`src/ssd_pkg.sv`:
```
// Shared types, bus command constants and segment table for the display frame encoder.
package ssd_pkg;

    typedef enum logic [1:0] {
        TOK_START = 2'd0,
        TOK_DATA  = 2'd1,
        TOK_ACK   = 2'd2,
        TOK_STOP  = 2'd3
    } kind_t;

    localparam logic OP_SHOW   = 1'b0;
    localparam logic OP_BRIGHT = 1'b1;

    localparam logic [7:0] CMD_AUTO_INC  = 8'h40;
    localparam logic [7:0] CMD_ADDR0     = 8'hC0;
    localparam logic [7:0] CMD_CTRL_BASE = 8'h87;
    localparam logic [7:0] SEG_DP        = 8'h80;

    localparam logic [13:0] MOD_BASE  = 14'd10000;
    localparam logic [25:0] RECIP_TEN = 26'd3277;

    localparam logic [3:0] DISPLAY_LAST_TOK = 4'd15;
    localparam logic [3:0] BRIGHT_LAST_TOK  = 4'd3;

    typedef struct packed {
        logic            bright;
        logic [3:0][7:0] bytes;
    } frame_t;

    typedef enum logic [1:0] {
        FS_IDLE,
        FS_SPLIT,
        FS_PUSH
    } front_state_t;

    function automatic logic [7:0] seg_code(input logic [3:0] digit);
        logic [7:0] code;
        case (digit)
            4'd0:    code = 8'h3f;
            4'd1:    code = 8'h06;
            4'd2:    code = 8'h5b;
            4'd3:    code = 8'h4f;
            4'd4:    code = 8'h66;
            4'd5:    code = 8'h6d;
            4'd6:    code = 8'h7d;
            4'd7:    code = 8'h07;
            4'd8:    code = 8'h7f;
            4'd9:    code = 8'h6f;
            default: code = 8'h00;
        endcase
        return code;
    endfunction

endpackage

```
`src/ssd_front.sv`:
```
// Request intake: splits display values into segment bytes and builds frame descriptors.
module ssd_front (
    input  logic                aclk,
    input  logic                aresetn,
    input  logic                s_tvalid,
    output logic                s_tready,
    input  logic [15:0]         s_tdata,
    input  logic                s_tuser,
    input  logic [3:0]          brightness,
    output logic                push,
    output ssd_pkg::frame_t     push_frame,
    input  logic                q_full
);
    import ssd_pkg::*;

    front_state_t    state_reg, state_next;
    logic [13:0]     v_reg, v_next;
    logic [1:0]      step_reg, step_next;
    logic [3:0][7:0] seg_reg, seg_next;
    logic            bright_reg, bright_next;
    logic            colon_reg, colon_next;

    logic        accept;
    logic [13:0] in_value;
    logic [13:0] in_mod;
    logic [25:0] prod;
    logic [9:0]  quot;
    logic [13:0] quot_ext;
    logic [13:0] quot_x10;
    logic [13:0] rem_full;
    logic [7:0]  seg_byte;

    assign accept   = s_tvalid && s_tready;
    assign in_value = s_tdata[13:0];
    assign in_mod   = (in_value >= MOD_BASE) ? (in_value - MOD_BASE) : in_value;

    assign prod     = {12'b0, v_reg} * RECIP_TEN;
    assign quot     = prod[24:15];
    assign quot_ext = {4'b0, quot};
    assign quot_x10 = (quot_ext << 3) + (quot_ext << 1);
    assign rem_full = v_reg - quot_x10;
    assign seg_byte = seg_code(rem_full[3:0]) |
                      ((colon_reg && (step_reg == 2'd2)) ? SEG_DP : 8'h00);

    always_comb begin
        state_next = state_reg;
        case (state_reg)
            FS_IDLE: begin
                if (accept) begin
                    state_next = (s_tuser == OP_BRIGHT) ? FS_PUSH : FS_SPLIT;
                end
            end
            FS_SPLIT: begin
                if (step_reg == 2'd3) begin
                    state_next = FS_PUSH;
                end
            end
            FS_PUSH: begin
                if (!q_full) begin
                    state_next = FS_IDLE;
                end
            end
            default: state_next = FS_IDLE;
        endcase
    end

    always_comb begin
        s_tready = 1'b0;
        push     = 1'b0;
        case (state_reg)
            FS_IDLE:  s_tready = 1'b1;
            FS_SPLIT: s_tready = 1'b0;
            FS_PUSH:  push     = !q_full;
            default:  s_tready = 1'b0;
        endcase
    end

    always_comb begin
        v_next      = v_reg;
        step_next   = step_reg;
        seg_next    = seg_reg;
        bright_next = bright_reg;
        colon_next  = colon_reg;
        case (state_reg)
            FS_IDLE: begin
                if (accept) begin
                    v_next      = in_mod;
                    step_next   = 2'd0;
                    colon_next  = s_tdata[14];
                    bright_next = (s_tuser == OP_BRIGHT);
                    seg_next[0] = CMD_CTRL_BASE + {4'b0, brightness};
                end
            end
            FS_SPLIT: begin
                seg_next[step_reg] = seg_byte;
                v_next             = quot_ext;
                step_next          = step_reg + 2'd1;
            end
            default: begin
                v_next = v_reg;
            end
        endcase
    end

    assign push_frame.bright = bright_reg;
    assign push_frame.bytes  = seg_reg;

    always_ff @(posedge aclk) begin
        if (!aresetn) begin
            state_reg <= FS_IDLE;
        end else begin
            state_reg <= state_next;
        end
        v_reg      <= v_next;
        step_reg   <= step_next;
        seg_reg    <= seg_next;
        bright_reg <= bright_next;
        colon_reg  <= colon_next;
    end

endmodule

```
`src/ssd_queue.sv`:
```
// Small register queue of frame descriptors between intake and token emitter.
module ssd_queue #(
    parameter int DEPTH = 2
) (
    input  logic            aclk,
    input  logic            aresetn,
    input  logic            push,
    input  ssd_pkg::frame_t push_frame,
    output logic            full,
    input  logic            pop,
    output logic            not_empty,
    output ssd_pkg::frame_t head
);
    import ssd_pkg::*;

    localparam int PW = (DEPTH > 1) ? $clog2(DEPTH) : 1;
    localparam int CW = $clog2(DEPTH + 1);
    localparam logic [PW-1:0] LAST_PTR = PW'(DEPTH - 1);
    localparam logic [CW-1:0] FULL_CNT = CW'(DEPTH);

    frame_t          slot_reg [DEPTH];
    logic [PW-1:0]   wr_ptr_reg, wr_ptr_next;
    logic [PW-1:0]   rd_ptr_reg, rd_ptr_next;
    logic [CW-1:0]   count_reg, count_next;

    assign full      = (count_reg == FULL_CNT);
    assign not_empty = (count_reg != '0);
    assign head      = slot_reg[rd_ptr_reg];

    always_comb begin
        wr_ptr_next = wr_ptr_reg;
        rd_ptr_next = rd_ptr_reg;
        count_next  = count_reg;
        if (push) begin
            wr_ptr_next = (wr_ptr_reg == LAST_PTR) ? '0 : wr_ptr_reg + 1'b1;
        end
        if (pop) begin
            rd_ptr_next = (rd_ptr_reg == LAST_PTR) ? '0 : rd_ptr_reg + 1'b1;
        end
        if (push && !pop) begin
            count_next = count_reg + 1'b1;
        end else if (pop && !push) begin
            count_next = count_reg - 1'b1;
        end
    end

    always_ff @(posedge aclk) begin
        if (!aresetn) begin
            wr_ptr_reg <= '0;
            rd_ptr_reg <= '0;
            count_reg  <= '0;
        end else begin
            wr_ptr_reg <= wr_ptr_next;
            rd_ptr_reg <= rd_ptr_next;
            count_reg  <= count_next;
        end
        if (push) begin
            slot_reg[wr_ptr_reg] <= push_frame;
        end
    end

endmodule

```
`src/ssd_back.sv`:
```
// Token emitter: walks each frame descriptor and drives the registered token output.
module ssd_back (
    input  logic            aclk,
    input  logic            aresetn,
    input  logic            q_valid,
    input  ssd_pkg::frame_t frame,
    output logic            pop,
    output logic            m_tvalid,
    input  logic            m_tready,
    output logic [7:0]      m_tdata,
    output logic [1:0]      m_tuser,
    output logic            m_tlast
);
    import ssd_pkg::*;

    logic [3:0] idx_reg, idx_next;
    logic       valid_reg, valid_next;
    kind_t      kind_reg, kind_next;
    logic [7:0] byte_reg, byte_next;
    logic       last_reg, last_next;

    kind_t      tok_kind;
    logic [7:0] tok_byte;
    logic       tok_last;
    logic       load;

    assign load = q_valid && (!valid_reg || m_tready);
    assign pop  = load && tok_last;

    always_comb begin
        tok_kind = TOK_START;
        tok_byte = 8'h00;
        if (frame.bright) begin
            tok_last = (idx_reg == BRIGHT_LAST_TOK);
            case (idx_reg)
                4'd0: tok_kind = TOK_START;
                4'd1: begin
                    tok_kind = TOK_DATA;
                    tok_byte = frame.bytes[0];
                end
                4'd2:    tok_kind = TOK_ACK;
                default: tok_kind = TOK_STOP;
            endcase
        end else begin
            tok_last = (idx_reg == DISPLAY_LAST_TOK);
            case (idx_reg)
                4'd0: tok_kind = TOK_START;
                4'd1: begin
                    tok_kind = TOK_DATA;
                    tok_byte = CMD_AUTO_INC;
                end
                4'd2: tok_kind = TOK_ACK;
                4'd3: tok_kind = TOK_STOP;
                4'd4: tok_kind = TOK_START;
                4'd5: begin
                    tok_kind = TOK_DATA;
                    tok_byte = CMD_ADDR0;
                end
                4'd7: begin
                    tok_kind = TOK_DATA;
                    tok_byte = frame.bytes[3];
                end
                4'd9: begin
                    tok_kind = TOK_DATA;
                    tok_byte = frame.bytes[2];
                end
                4'd11: begin
                    tok_kind = TOK_DATA;
                    tok_byte = frame.bytes[1];
                end
                4'd13: begin
                    tok_kind = TOK_DATA;
                    tok_byte = frame.bytes[0];
                end
                4'd6, 4'd8, 4'd10, 4'd12, 4'd14: tok_kind = TOK_ACK;
                default: tok_kind = TOK_STOP;
            endcase
        end
    end

    always_comb begin
        idx_next   = idx_reg;
        valid_next = valid_reg;
        kind_next  = kind_reg;
        byte_next  = byte_reg;
        last_next  = last_reg;
        if (load) begin
            valid_next = 1'b1;
            kind_next  = tok_kind;
            byte_next  = tok_byte;
            last_next  = tok_last;
            idx_next   = tok_last ? 4'd0 : idx_reg + 4'd1;
        end else if (m_tready) begin
            valid_next = 1'b0;
        end
    end

    assign m_tvalid = valid_reg;
    assign m_tdata  = byte_reg;
    assign m_tuser  = kind_reg;
    assign m_tlast  = last_reg;

    always_ff @(posedge aclk) begin
        if (!aresetn) begin
            idx_reg   <= 4'd0;
            valid_reg <= 1'b0;
        end else begin
            idx_reg   <= idx_next;
            valid_reg <= valid_next;
        end
        kind_reg <= kind_next;
        byte_reg <= byte_next;
        last_reg <= last_next;
    end

endmodule

```
`src/seven_segment_display_frame_encoder.sv`:
```
// Top level of the four-digit seven-segment display frame encoder.
//
// Each accepted request becomes a stream of two-wire bus words, one word per
// cycle on the master side when m_tready stays high and a frame is queued: a
// display request makes 16 words (start, 0x40, ack, stop, start, 0xC0, ack,
// four digit bytes with acks, stop), a brightness request makes 4 words
// (start, 0x87 + brightness, ack, stop). The intake splits a display value
// into digits, one digit per cycle, and takes no new request until it has
// pushed the frame of the last one; a queue of QUEUE_DEPTH frames lets it
// work ahead of the emitter. Brightness is sampled when a brightness
// request is taken in; m_tlast marks the final word of each request.
module seven_segment_display_frame_encoder #(
    parameter int QUEUE_DEPTH = 2
) (
    input  logic        aclk,
    input  logic        aresetn,
    input  logic        cfg_wr_en,
    input  logic [3:0]  cfg_wr_data,   // brightness
    input  logic        s_tvalid,
    output logic        s_tready,
    input  logic [15:0] s_tdata,       // [13:0] value, [14] colon, [15] zero
    input  logic        s_tuser,       // [0] op
    output logic        m_tvalid,
    input  logic        m_tready,
    output logic [7:0]  m_tdata,       // [7:0] data_byte
    output logic [1:0]  m_tuser,       // [1:0] kind
    output logic        m_tlast
);
    import ssd_pkg::*;

    logic [3:0] brightness_reg;
    logic       push;
    logic       pop;
    logic       q_full;
    logic       q_valid;
    frame_t     push_frame;
    frame_t     head_frame;

    always_ff @(posedge aclk) begin
        if (!aresetn) begin
            brightness_reg <= 4'd7;
        end else if (cfg_wr_en) begin
            brightness_reg <= cfg_wr_data;
        end
    end

    ssd_front u_front (
        .aclk       (aclk),
        .aresetn    (aresetn),
        .s_tvalid   (s_tvalid),
        .s_tready   (s_tready),
        .s_tdata    (s_tdata),
        .s_tuser    (s_tuser),
        .brightness (brightness_reg),
        .push       (push),
        .push_frame (push_frame),
        .q_full     (q_full)
    );

    ssd_queue #(
        .DEPTH (QUEUE_DEPTH)
    ) u_queue (
        .aclk       (aclk),
        .aresetn    (aresetn),
        .push       (push),
        .push_frame (push_frame),
        .full       (q_full),
        .pop        (pop),
        .not_empty  (q_valid),
        .head       (head_frame)
    );

    ssd_back u_back (
        .aclk     (aclk),
        .aresetn  (aresetn),
        .q_valid  (q_valid),
        .frame    (head_frame),
        .pop      (pop),
        .m_tvalid (m_tvalid),
        .m_tready (m_tready),
        .m_tdata  (m_tdata),
        .m_tuser  (m_tuser),
        .m_tlast  (m_tlast)
    );

endmodule
```
`config.mk`:
```
export PLATFORM = sky130hd
export DESIGN_NAME = seven_segment_display_frame_encoder
export DESIGN_NICKNAME = d
export VERILOG_FILES = /design/src/ssd_pkg.sv /design/src/ssd_front.sv /design/src/ssd_queue.sv /design/src/ssd_back.sv /design/src/seven_segment_display_frame_encoder.sv
export SDC_FILE = /design/constraint.sdc
export NUM_CORES = 1
export LEC_CHECK = 0
export BUFFER_PORTS_ARGS = -buffer_cell sky130_fd_sc_hd__buf_2
export CORE_AREA = 4 4 110 154
export CTS_CLUSTER_DIAMETER = 30
export DETAILED_ROUTE_END_ITERATION = 8
export DIE_AREA = 0 0 114 158
export GPL_TIMING_DRIVEN = 0
export HOLD_SLACK_MARGIN = 0.05
export PLACE_DENSITY = 0.87
export SYNTH_ARGS = -nofsm -noshare
export SYNTH_HDL_FRONTEND = slang
export SYNTH_SLANG_ARGS = --single-unit
```
`constraint.sdc`:
```
create_clock -name aclk -period 7.4 [get_ports aclk]
set_input_delay 1.11 -clock aclk [delete_from_list [all_inputs] [get_ports aclk]]
set_output_delay 1.11 -clock aclk [all_outputs]
set_load 0.005 [all_outputs]
```
Word-level counts from Yosys, hierarchy flattened
Memories as Yosys holds them, arrays and structs flattened. A register that Yosys moved wholly into a read port is not among the register bits.
Index checks and enable logic that the tools add are counted.
- register bits after elaboration: 76
- bits in latches: 0
- RAM bits: 66
- bits in read-only memories: 112
- input bits: 26
- output and inout bits: 13
- word-level logic and storage cells: 118
- memories: 2
- $add $sub $neg: 10
- multipliers: 1
- div/mod/pow operators: 0
- magnitude comparators: 3
- equality and inequality tests: 23
- shift-type cells: 0
- multiplexer cells: 36
- bitwise logic cells: 1
- reduce and logical (&&, ||, !) cells: 24
- memories (name ; words ; width ; read ports ; clocked after memory_dff ; wr ports ; line ; RTL):
    (no name shown) ; 16 ; 7 ; 1 ; 0 ; 0 ; ssd_pkg.sv:38 ; case (digit)
    u_queue.slot_reg ; 2 ; 33 ; 1 ; 1 ; 1 ; ssd_queue.sv:21 ; frame_t slot_reg [DEPTH];
- operator list (cell ; count):
    8-bit one-hot mux with 6 select lines ; 1
    8-bit two-way mux ; 5
    32-bit bitwise mux ; 1
    4-bit equality test (second input constant) ; 8
    14-bit two-way mux ; 2
    14-bit one-hot mux with 2 select lines ; 1
    14-bit by 12-bit multiplier with 25-bit output (second input constant) ; 1
    2-bit one-hot mux with 3 select lines ; 3
    8-bit demux with 2-bit select ; 1
    4-bit by 3-bit equality test with 1-bit output (second input constant) ; 4
    2-bit two-way mux ; 8
    8-bit one-hot mux with 2 select lines ; 1
    14-bit greater-or-equal comparator (second input constant) ; 1
    14-bit subtractor (second input constant) ; 1
    6-bit OR reduction ; 2
    1-bit two-way mux ; 11
    8-bit by 4-bit adder with 8-bit output (first input constant) ; 1
    2-bit equality test (second input constant) ; 4
    4-bit by 2-bit equality test with 1-bit output (second input constant) ; 2
    8-bit bitwise OR ; 1
    2-bit nonzero test ; 4
    1-bit logical AND ; 7
    2-bit by 1-bit adder with 2-bit output (second input constant) ; 2
    4-bit by 1-bit adder with 4-bit output (second input constant) ; 1
    19 further kinds ; 25

Longest topological paths before layout
Gate-level depths: netlist of run 1.
- depth in word-level cells: 7
- mapped depth: 27

Cells and area by module
Synthesis of run 1 repeated with hierarchy kept, for this count alone.
- cell total of the unflattened synthesis: 795
- area total of the unflattened synthesis: 9506.6 um^2
- modules (own cells, without submodules) (module ; times used ; cells each ; area each (um^2)):
    ssd_front ; 1 ; 525 ; 5590.4
    ssd_queue ; 1 ; 125 ; 2602.5
    ssd_back ; 1 ; 132 ; 1171.1
    seven_segment_display_frame_encoder ; 1 ; 13 ; 142.6

Worst setup path before layout of run 1
OpenSTA, ideal clock, no wires.
- kind: register to register
- start point: register u_front.v_reg[3]
- end point: register u_front.seg_reg (netlist bit u_front.push_frame[5]) (data pin)
- library setup time: 0.254 ns
- data arrival time: 6.395 ns
- required time: 7.146 ns
- slack: 0.751 ns
- stages on the path, launching flop included: 26
- path buffers: 1
- clock period less this slack: 6.649 ns
- cells stage by stage: edfxtp_1 ha_1 inv_1 fa_1 inv_1 fa_1 fa_1 inv_1 fa_1 inv_1 ha_1 o21ai_0 o21ai_2 o22ai_1 o21bai_1 xnor2_1 ha_1 nor3b_2 nor3_1 or4b_1 o2111ai_1 a2111oi_2 xnor2_1 buf_6 mux2_4 o21a_1
- word-level cells in the longest chain between the ends: 7
- ends and longest elaborated chain (what ; line ; RTL):
    from (decl) ; ssd_front.sv:17 ; logic [13:0] v_reg, v_next;
    from (signal assigned) ; ssd_front.sv:114 ; v_reg <= v_next;
    14-bit by 12-bit multiplier with 25-bit output ; ssd_front.sv:37 ; assign prod = {12'b0, v_reg} * RECIP_TEN;
    4-bit adder ; ssd_front.sv:40 ; assign quot_x10 = (quot_ext << 3) + (quot_ext << 1);
    4-bit subtractor * ; ssd_front.sv:41 ; assign rem_full = v_reg - quot_x10;
    memory read 16 x 7 bit * ; - ;
    8-bit bitwise OR * ; ssd_front.sv:42 ; assign seg_byte = seg_code(rem_full[3:0]) |
    named net u_front.seg_byte[5] ; ssd_front.sv:31 ; logic [7:0] seg_byte;
    32-bit bitwise mux * ; ssd_front.sv:95 ; seg_next[step_reg] = seg_byte;
    8-bit one-hot mux with 2 select lines * ; ssd_front.sv:84 ; case (state_reg)
    to (signal assigned) ; ssd_front.sv:116 ; seg_reg <= seg_next;
    to (decl) ; ssd_front.sv:19 ; logic [3:0][7:0] seg_reg, seg_next;
The timed path passes the listed nets; every way through them passes the cells marked *.
A chain may end at the register's enable or synchronous reset.

==> flow_metrics.env, run 1 <==
export IMPL_overflow=0
export IMPL_tns_ns=0
export IMPL_finClkSkew_ns=0.00822
export IMPL_crit_type="register to register"
export IMPL_hold_viol_final=0
export IMPL_holdPathStages=0
export IMPL_startpoint="u_front.v_reg[2]"
export IMPL_crit_slowest_cell="fa_1"
export IMPL_wl_per_cell_um=18.7
export IMPL_fin_util=0.665
export IMPL_met3_usage=0.0402
export IMPL_synth_nets=969
export IMPL_drtAntennaViolNets=0
export IMPL_antenna_found_initial=1
export IMPL_r2r_start="u_front.v_reg[2]"
export IMPL_htree_levels=4
export IMPL_relSlewSlack=0.352
export IMPL_numCtsBuffers=17
export IMPL_pin_count=39
export IMPL_tightest_slew_ns=0.970
export IMPL_place_gp_congestion=0.889
export IMPL_ys_flop_type="edfxtp_1"
export IMPL_grt_pass1_wl_um=31600
export IMPL_vias=6169
export IMPL_start_util=0.590
export IMPL_yosys_register_bits=143
export IMPL_critical_path_top_delay_family="adder cells"
export IMPL_slew_violations=0
export IMPL_fin_nets=1036
export IMPL_critPathMaxFanout=5
export IMPL_port_buffers=36
export IMPL_drtIter0Drc=515
export IMPL_syn_cell_area_mm2=0.00917
export IMPL_rows=54
export IMPL_synth_top_area_frac=0.416
export IMPL_endpoint="u_front.push_frame[2]"
export IMPL_slowest_delay_ns=0.56
export IMPL_final_common_cell="inv_1"
export IMPL_insertion_delay_ns=0.42
export IMPL_start_kind="register"
export IMPL_rrSetupSlack_ns=0.23
export IMPL_clkTransAtPathRegs_ns=0.06
export IMPL_diodes=0
export IMPL_ys_seq_area_frac=0.451
export IMPL_synth_area_leaders="edfxtp_1 42%, ha_1 15%, fa_1 10%"
export IMPL_grt_util_met2=0.444
export IMPL_grt_busiest_layer="met2"
export IMPL_cts_tree="yes"
export IMPL_grt_max_degree=35
export IMPL_grt_pass1_vias=6535
export IMPL_required_ns=7.57
export IMPL_finalSetupViolCount=0
export IMPL_hold_path_class="register to register"
export IMPL_synth_avg_cell_area_um2=11.7
export IMPL_worst_path_stages=25
export IMPL_first_pass_iters=6
export IMPL_postSynth_asyncResetShare=0
export IMPL_crit_buf_inv=5
export IMPL_yosysWarningCount=0
export IMPL_largest_register_ffs=66
export IMPL_hpwl_um=14500
export IMPL_fmax_mhz=139
export IMPL_die_y_um=158
export IMPL_grt_total_usage=0.228
export IMPL_cts_path_max_buffers=2
export IMPL_syn2layout_area_growth_pct=12.7
export IMPL_die_area_mm2=0.0180
export IMPL_drc=0
export IMPL_synth_cell_types=58
export IMPL_synth_top_area_cell="edfxtp_1"
export IMPL_cp_arrival_ns=7.34
export IMPL_syn_inst=785
export IMPL_status="complete, no violations"
export IMPL_cp_end_kind="register"
export IMPL_reg2reg_depth=25
export IMPL_r2r_end="u_front.push_frame[2]"
export IMPL_core_mm2=0.0155
export IMPL_drt_wl_total_um=19900
export IMPL_final_cell_mix="129 x inv_1, 127 x edfxtp_1, 111 x ha_1"
export IMPL_drv_cap=0
export IMPL_post_route_period_util=0.969
export IMPL_die_w_um=114
export IMPL_fin_crit_ns=7.17
export IMPL_globalRouteMet1Util=0.224
export IMPL_cts_root_buffer="clkbuf_16"
export IMPL_via_per_inst=5.81
export IMPL_clock_sinks=143
export IMPL_drive_gt1_frac=0.128
export IMPL_synth_edf_count=127
[how the worst min path moves through the flow]
stage / startpoint / endpoint / slack (ns)
2_1_floorplan: u_front.push_frame[0] / u_queue.slot_reg[0][0] / 0.42
3_3_place_gp: u_front.push_frame[26] / u_queue.slot_reg[1][26] / 0.42
3_5_place_dp: u_front.push_frame[11] / u_queue.slot_reg[1][11] / 0.43
4_1_cts: u_front.push_frame[11] / u_queue.slot_reg[0][11] / 0.44
5_1_grt: u_front.push_frame[12] / u_queue.slot_reg[0][12] / 0.45
6_report: u_front.push_frame[11] / u_queue.slot_reg[1][11] / 0.44
[area by class of cell]
cell class	count	area, um^2
fillers	1090	5210
repair buffers	48	268
multi-input cells	493	4510
flip-flops and latches	143	4130
clock buffers	19	475
inverters	129	484
well taps	196	245
plain buffers	20	100
clock inverters	13	113
[what timing repair did]
action | 4_1_cts | 5_1_grt
buffers inserted | 1 | 10
resized for setup | 3 | 6
hold buffers | 0 | 0
endpoints found under the setup margin | 28 | 28
pin swaps | 0 | 3
cloned | 0 | 1
[metrics by stage]
stage / cell area (um^2) / hold slack [ns] / cells / worst slack [ns]
after floorplan: 9170 / 0.421 / 785 / 0.751
after global placement: 9590 / 0.424 / 1017 / -0.0819
after detailed placement: 9610 / 0.430 / 1017 / -0.374
after CTS: 10200 / 0.443 / 1050 / -0.00290
after global routing: 10300 / 0.453 / 1061 / -0.0764
final: 10300 / 0.443 / 1061 / 0.229
[synth_stat cells (all sizes together) (5+ instances only)]
master  instances
o22ai           5
nand4           5
o21ai          28
xnor2          23
nor2b          12
nor2           41
a211o           8
a221oi          6
and2           16
a22oi           7
mux2i          10
inv           129
dfxtp          16
a21oi          35
clkbuf         17
o211ai          6
nand3           7
ha            111
nand2          45
o21a            5
edfxtp        127
fa             47
a22o            7
nor3            6
mux2            9
xor2           10
[routing by layer]
layer	vias to the layer above	wire [um]
li1	2860	-
met1	2967	6860
met2	245	11100
met3	95	729
met4	2	1120
met5	-	19
[logic make-up after synthesis]
| kind of cell | after synthesis | synth area share |
|---|---|---|
| AO/OA/AOI/OAI | 131 | 0.0957 |
| XOR/XNOR | 33 | 0.0323 |
| adder cells (fa/ha/maj) | 158 | 0.254 |
| buffers and inverters | 149 | 0.0637 |
| flip-flops | 143 | 0.451 |
| multiplexers | 19 | 0.0228 |
| AND/OR/NAND/NOR | 152 | 0.0805 |
Power of run 1 is not shown: default switching activity piles up to over one toggle a cycle in this logic, so the estimate is an artifact.
==> run 2: changes to the inputs <==
--- a/config.mk
+++ b/config.mk
@@ -11,8 +11,8 @@
 export DETAILED_ROUTE_END_ITERATION = 8
 export DIE_AREA = 0 0 114 158
 export GPL_TIMING_DRIVEN = 0
-export HOLD_SLACK_MARGIN = 0.05
 export PLACE_DENSITY = 0.87
+export RECOVER_POWER = 25
 export SYNTH_ARGS = -nofsm -noshare
 export SYNTH_HDL_FRONTEND = slang
 export SYNTH_SLANG_ARGS = --single-unit
==> flow_metrics.env, run 2 (synthesis gave the netlist of run 1 again) <==
export IMPL_status="complete, no violations"
export IMPL_drv_cap=0
export IMPL_grt_pass1_vias=6535
export IMPL_fin_hold_ws_ns=0.443
export IMPL_core_mm2=0.0155
export IMPL_grt_max_degree=35
export IMPL_final_common_cell="inv_1"
export IMPL_fin_nets=1036
export IMPL_die_area_mm2=0.0180
export IMPL_place_gp_congestion=0.889
export IMPL_cp_arrival_ns=7.35
export IMPL_diodes=0
export IMPL_hold_viol_final=0
export IMPL_required_ns=7.57
export IMPL_drtAntennaViolNets=0
export IMPL_grt_busiest_layer="met2"
export IMPL_start_util=0.590
export IMPL_clkTransAtPathRegs_ns=0.07
export IMPL_vias=6238
export IMPL_relSlewSlack=0.341
export IMPL_pin_count=39
export IMPL_drc=0
export IMPL_start_kind="register"
export IMPL_drtIter0Drc=550
export IMPL_hpwl_um=14500
export IMPL_rows=54
export IMPL_critPathMaxFanout=5
export IMPL_crit_slowest_cell="fa_1"
export IMPL_tightest_slew_ns=0.987
export IMPL_via_per_inst=5.88
export IMPL_slew_violations=0
export IMPL_syn2layout_area_growth_pct=12.7
export IMPL_wl_per_cell_um=18.8
export IMPL_drive_gt1_frac=0.127
export IMPL_finClkSkew_ns=0.00741
export IMPL_clock_sinks=143
export IMPL_die_w_um=114
export IMPL_cts_tree="yes"
export IMPL_fmax_mhz=139
export IMPL_grt_util_met2=0.444
export IMPL_crit_type="register to register"
export IMPL_overflow=0
export IMPL_reg2reg_depth=26
export IMPL_die_y_um=158
export IMPL_cts_root_buffer="clkbuf_16"
export IMPL_insertion_delay_ns=0.42
export IMPL_cts_path_max_buffers=2
export IMPL_tns_ns=0
export IMPL_grt_pass1_wl_um=31600
export IMPL_htree_levels=4
export IMPL_globalRouteMet1Util=0.224
export IMPL_cp_end_kind="register"
export IMPL_multi_input_area_mm2=0.00451
export IMPL_final_cell_mix="129 x inv_1, 127 x edfxtp_1, 111 x ha_1"
export IMPL_fillers=1091
export IMPL_fin_util=0.665
export IMPL_port_buffers=36
export IMPL_drt_wl_total_um=19900
export IMPL_slowest_delay_ns=0.56
export IMPL_met3_usage=0.0402
export IMPL_antenna_found_initial=1
export IMPL_holdPathStages=0
export IMPL_register_area_mm2=0.00413
export IMPL_post_route_period_util=0.970
export IMPL_hold_path_class="register to register"
export IMPL_numCtsBuffers=17
export IMPL_first_pass_iters=7
export IMPL_fin_crit_ns=7.17
export IMPL_largest_register_ffs=66
export IMPL_finalSetupViolCount=0
export IMPL_grt_total_usage=0.228
[run 2: cell type report]
class | instances | share of cell area
multi-input combinational | 493 | 0.437
sequential | 143 | 0.400
inverter | 129 | 0.0469
clock buffer | 19 | 0.0460
timing repair buffer | 48 | 0.0258
tap | 196 | 0.0237
clock inverter | 13 | 0.0109
buffer | 20 | 0.00969
[run 2: per-layer routing]
metal	wire, um	share of wire
met5	19	0.00095
met4	1100	0.055
met3	821	0.041
met2	11200	0.56
met1	6770	0.34
[run 2: worst paths after layout]
path,start,endpoint,slack [ns]
hold / removal,u_front.push_frame[11],u_queue.slot_reg[1][11],0.44
setup reg to reg,u_front.v_reg[2],u_front.push_frame[6],0.23
hold reg to reg,u_front.push_frame[11],u_queue.slot_reg[1][11],0.44
setup / recovery,u_front.v_reg[2],u_front.push_frame[6],0.23
[run 2: stage by stage]
| step | std cells | area [um^2] | setup WS [ns] |
|---|---|---|---|
| 2_1_floorplan | 785 | 9170 | 0.751 |
| 3_3_place_gp | 1017 | 9590 | -0.0819 |
| 3_5_place_dp | 1017 | 9610 | -0.374 |
| 4_1_cts | 1050 | 10200 | -0.00290 |
| 5_1_grt | 1061 | 10300 | -0.0764 |
| 6_report | 1061 | 10300 | 0.226 |
[run 2: what timing repair did]
action                                  CTS  global route
cloned                                    0             1
hold buffers                              0             0
gates resized for setup                   3             6
endpoints found under the setup margin   28            28
setup buffers                             1            10
pin swaps                                 0             3
[run 2: critical path: cells and delay by family (launching register included)]
kind / cells / cell delay [ns]
flops: 1 / 0.51
mux: 1 / 0.33
compound gates: 7 / 1.64
fa+ha+maj: 7 / 3.13
buf+inv: 6 / 0.51
simple gates: 3 / 0.47
xor+xnor: 2 / 0.32
Power of run 2 is left out for the same reason.
==> run 3: changes to the inputs <==
--- a/config.mk
+++ b/config.mk
@@ -6,13 +6,14 @@
 export NUM_CORES = 1
 export LEC_CHECK = 0
 export BUFFER_PORTS_ARGS = -buffer_cell sky130_fd_sc_hd__buf_2
-export CORE_AREA = 4 4 110 154
+export CORE_AREA = 4 4 112 156
 export CTS_CLUSTER_DIAMETER = 30
 export DETAILED_ROUTE_END_ITERATION = 8
-export DIE_AREA = 0 0 114 158
+export DIE_AREA = 0 0 116 160
 export GPL_TIMING_DRIVEN = 0
 export PLACE_DENSITY = 0.87
 export RECOVER_POWER = 25
 export SYNTH_ARGS = -nofsm -noshare
 export SYNTH_HDL_FRONTEND = slang
+export SYNTH_HIERARCHICAL = 1
 export SYNTH_SLANG_ARGS = --single-unit
==> flow_metrics.env, run 3 <==
export IMPL_first_pass_iters=6
export IMPL_post_place_ws_ns=0.380
export IMPL_antenna_found_initial=0
export IMPL_holdBufCountCts=0
export IMPL_fillers=1170
export IMPL_slew_violations=0
export IMPL_synth_common_cells="129 x inv_1, 127 x edfxtp_1, 113 x ha_1, 51 x nand2_1, 47 x fa_1"
export IMPL_grt_pass1_wl_um=30900
export IMPL_core_mm2=0.0161
export IMPL_synth_nets=981
export IMPL_crit_buf_inv=6
export IMPL_via_per_inst=5.75
export IMPL_cp_end_kind="register"
export IMPL_ys_flop_type="edfxtp_1"
export IMPL_drt_wl_total_um=18700
export IMPL_final_cell_mix="129 x inv_1, 127 x edfxtp_1, 113 x ha_1"
export IMPL_final_common_cell="inv_1"
export IMPL_synth_edf_count=127
export IMPL_final_cells=1064
export IMPL_htree_levels=4
export IMPL_relSlewSlack=0.345
export IMPL_finalSetupViolCount=0
export IMPL_hpwl_um=14200
export IMPL_crit_slowest_cell="fa_1"
export IMPL_cp_common_cell="inv_1"
export IMPL_overflow=0
export IMPL_dp_cells=1031
export IMPL_critPathMaxFanout=10
export IMPL_grt_max_degree=35
export IMPL_tightest_slew_ns=0.981
export IMPL_vias=6117
export IMPL_drv_cap=0
export IMPL_critical_path_top_delay_family="adder cells"
export IMPL_fmax_mhz=141
export IMPL_place_gp_congestion=0.902
export IMPL_start_util=0.590
export IMPL_cp_arrival_ns=7.24
export IMPL_largest_register_ffs=66
export IMPL_ys_seq_area_frac=0.435
export IMPL_yosysWarningCount=6
export IMPL_fin_nets=1038
export IMPL_required_ns=7.54
export IMPL_post_route_period_util=0.959
export IMPL_fin_crit_ns=7.10
export IMPL_rows=55
export IMPL_postSynth_asyncResetShare=0
export IMPL_insertion_delay_ns=0.42
export IMPL_diodes=0
export IMPL_status="complete, no violations"
export IMPL_synth_top_area_cell="edfxtp_1"
export IMPL_clkTransAtPathRegs_ns=0.07
export IMPL_drtAntennaViolNets=0
export IMPL_finClkSkew_ns=0.0106
export IMPL_grt_pass1_vias=6471
export IMPL_hold_viol_final=0
export IMPL_hold_path_class="register to register"
export IMPL_register_area_mm2=0.00413
export IMPL_crit_type="register to register"
export IMPL_die_w_um=116
export IMPL_syn_inst=795
export IMPL_die_area_mm2=0.0186
export IMPL_die_y_um=160
export IMPL_syn2layout_area_growth_pct=10.8
export IMPL_drtIter0Drc=469
export IMPL_numCtsBuffers=17
export IMPL_fin_hold_ws_ns=0.444
export IMPL_multi_input_area_mm2=0.00477
export IMPL_port_buffers=36
export IMPL_clock_sinks=143
export IMPL_synth_cell_types=74
export IMPL_grt_total_usage=0.216
export IMPL_fin_ws_ns=0.302
export IMPL_tns_ns=0
export IMPL_synth_top_area_frac=0.401
export IMPL_slowest_delay_ns=0.57
export IMPL_grt_setup_unrepaired="no"
export IMPL_start_kind="register"
export IMPL_cts_root_buffer="clkbuf_16"
export IMPL_drive_gt1_frac=0.164
export IMPL_pin_count=39
export IMPL_drc=0
export IMPL_cts_tree="yes"
export IMPL_yosysMostFrequentCell="inv_1"
export IMPL_syn_cell_area_mm2=0.00951
export IMPL_synth_area_leaders="edfxtp_1 40%, ha_1 15%, fa_1 9.9%"
export IMPL_wl_per_cell_um=17.6
export IMPL_yosys_register_bits=143
export IMPL_synth_avg_cell_area_um2=12.0
export IMPL_cts_path_max_buffers=2
run 3: stage by stage:
stage | utilization | area, um^2
detailed placement | 0.619 | 9960
global placement | 0.617 | 9940
global route | 0.654 | 10500
floorplan | - | 9510
finish | 0.654 | 10500
CTS | 0.654 | 10500
run 3: layout make-up:
class,instances,share of cell area
Sequential cell,143,0.393
Inverter,129,0.0460
Tap cell,199,0.0236
Timing Repair Buffer,38,0.0191
Clock inverter,15,0.0131
Clock buffer,17,0.0404
Buffer,23,0.0124
Multi-Input combinational cell,500,0.453
run 3: what timing repair did:
item / in CTS / in global routing
endpoints found under the setup margin: 0 / 3
resized for setup: 0 / 0
setup buffers: 0 / 1
run 3: layer usage:
metal,GRT usage,part of all wire,vias up
li1,-,-,2867
met1,0.223,0.36,3005
met2,0.408,0.57,186
met3,0.0428,0.040,59
met4,0.0950,0.036,0
met5,0,0,-
run 3: final timing paths:
| path | endpoint | cells after the start | slack [ns] | startpoint |
|---|---|---|---|---|
| max | u_front/push_frame[18] | 25 | 0.30 | u_front/v_reg[3] |
| min | u_queue/slot_reg[1][4] | 0 | 0.44 | u_front/push_frame[4] |
| max reg2reg | u_front/push_frame[18] | 25 | 0.30 | u_front/v_reg[3] |
| min reg2reg | u_queue/slot_reg[1][4] | 0 | 0.44 | u_front/push_frame[4] |
run 3: cell families after synthesis:
kind of cell | after synthesis | synth area share
adder cells (fa/ha/maj) | 160 | 0.248
AND/OR/NAND/NOR | 157 | 0.0852
buffers and inverters | 152 | 0.0646
flip-flops | 143 | 0.435
AO/OA/AOI/OAI | 109 | 0.0879
multiplexers | 43 | 0.0496
XOR/XNOR | 31 | 0.0301
Power of run 3 is left out for the same reason.
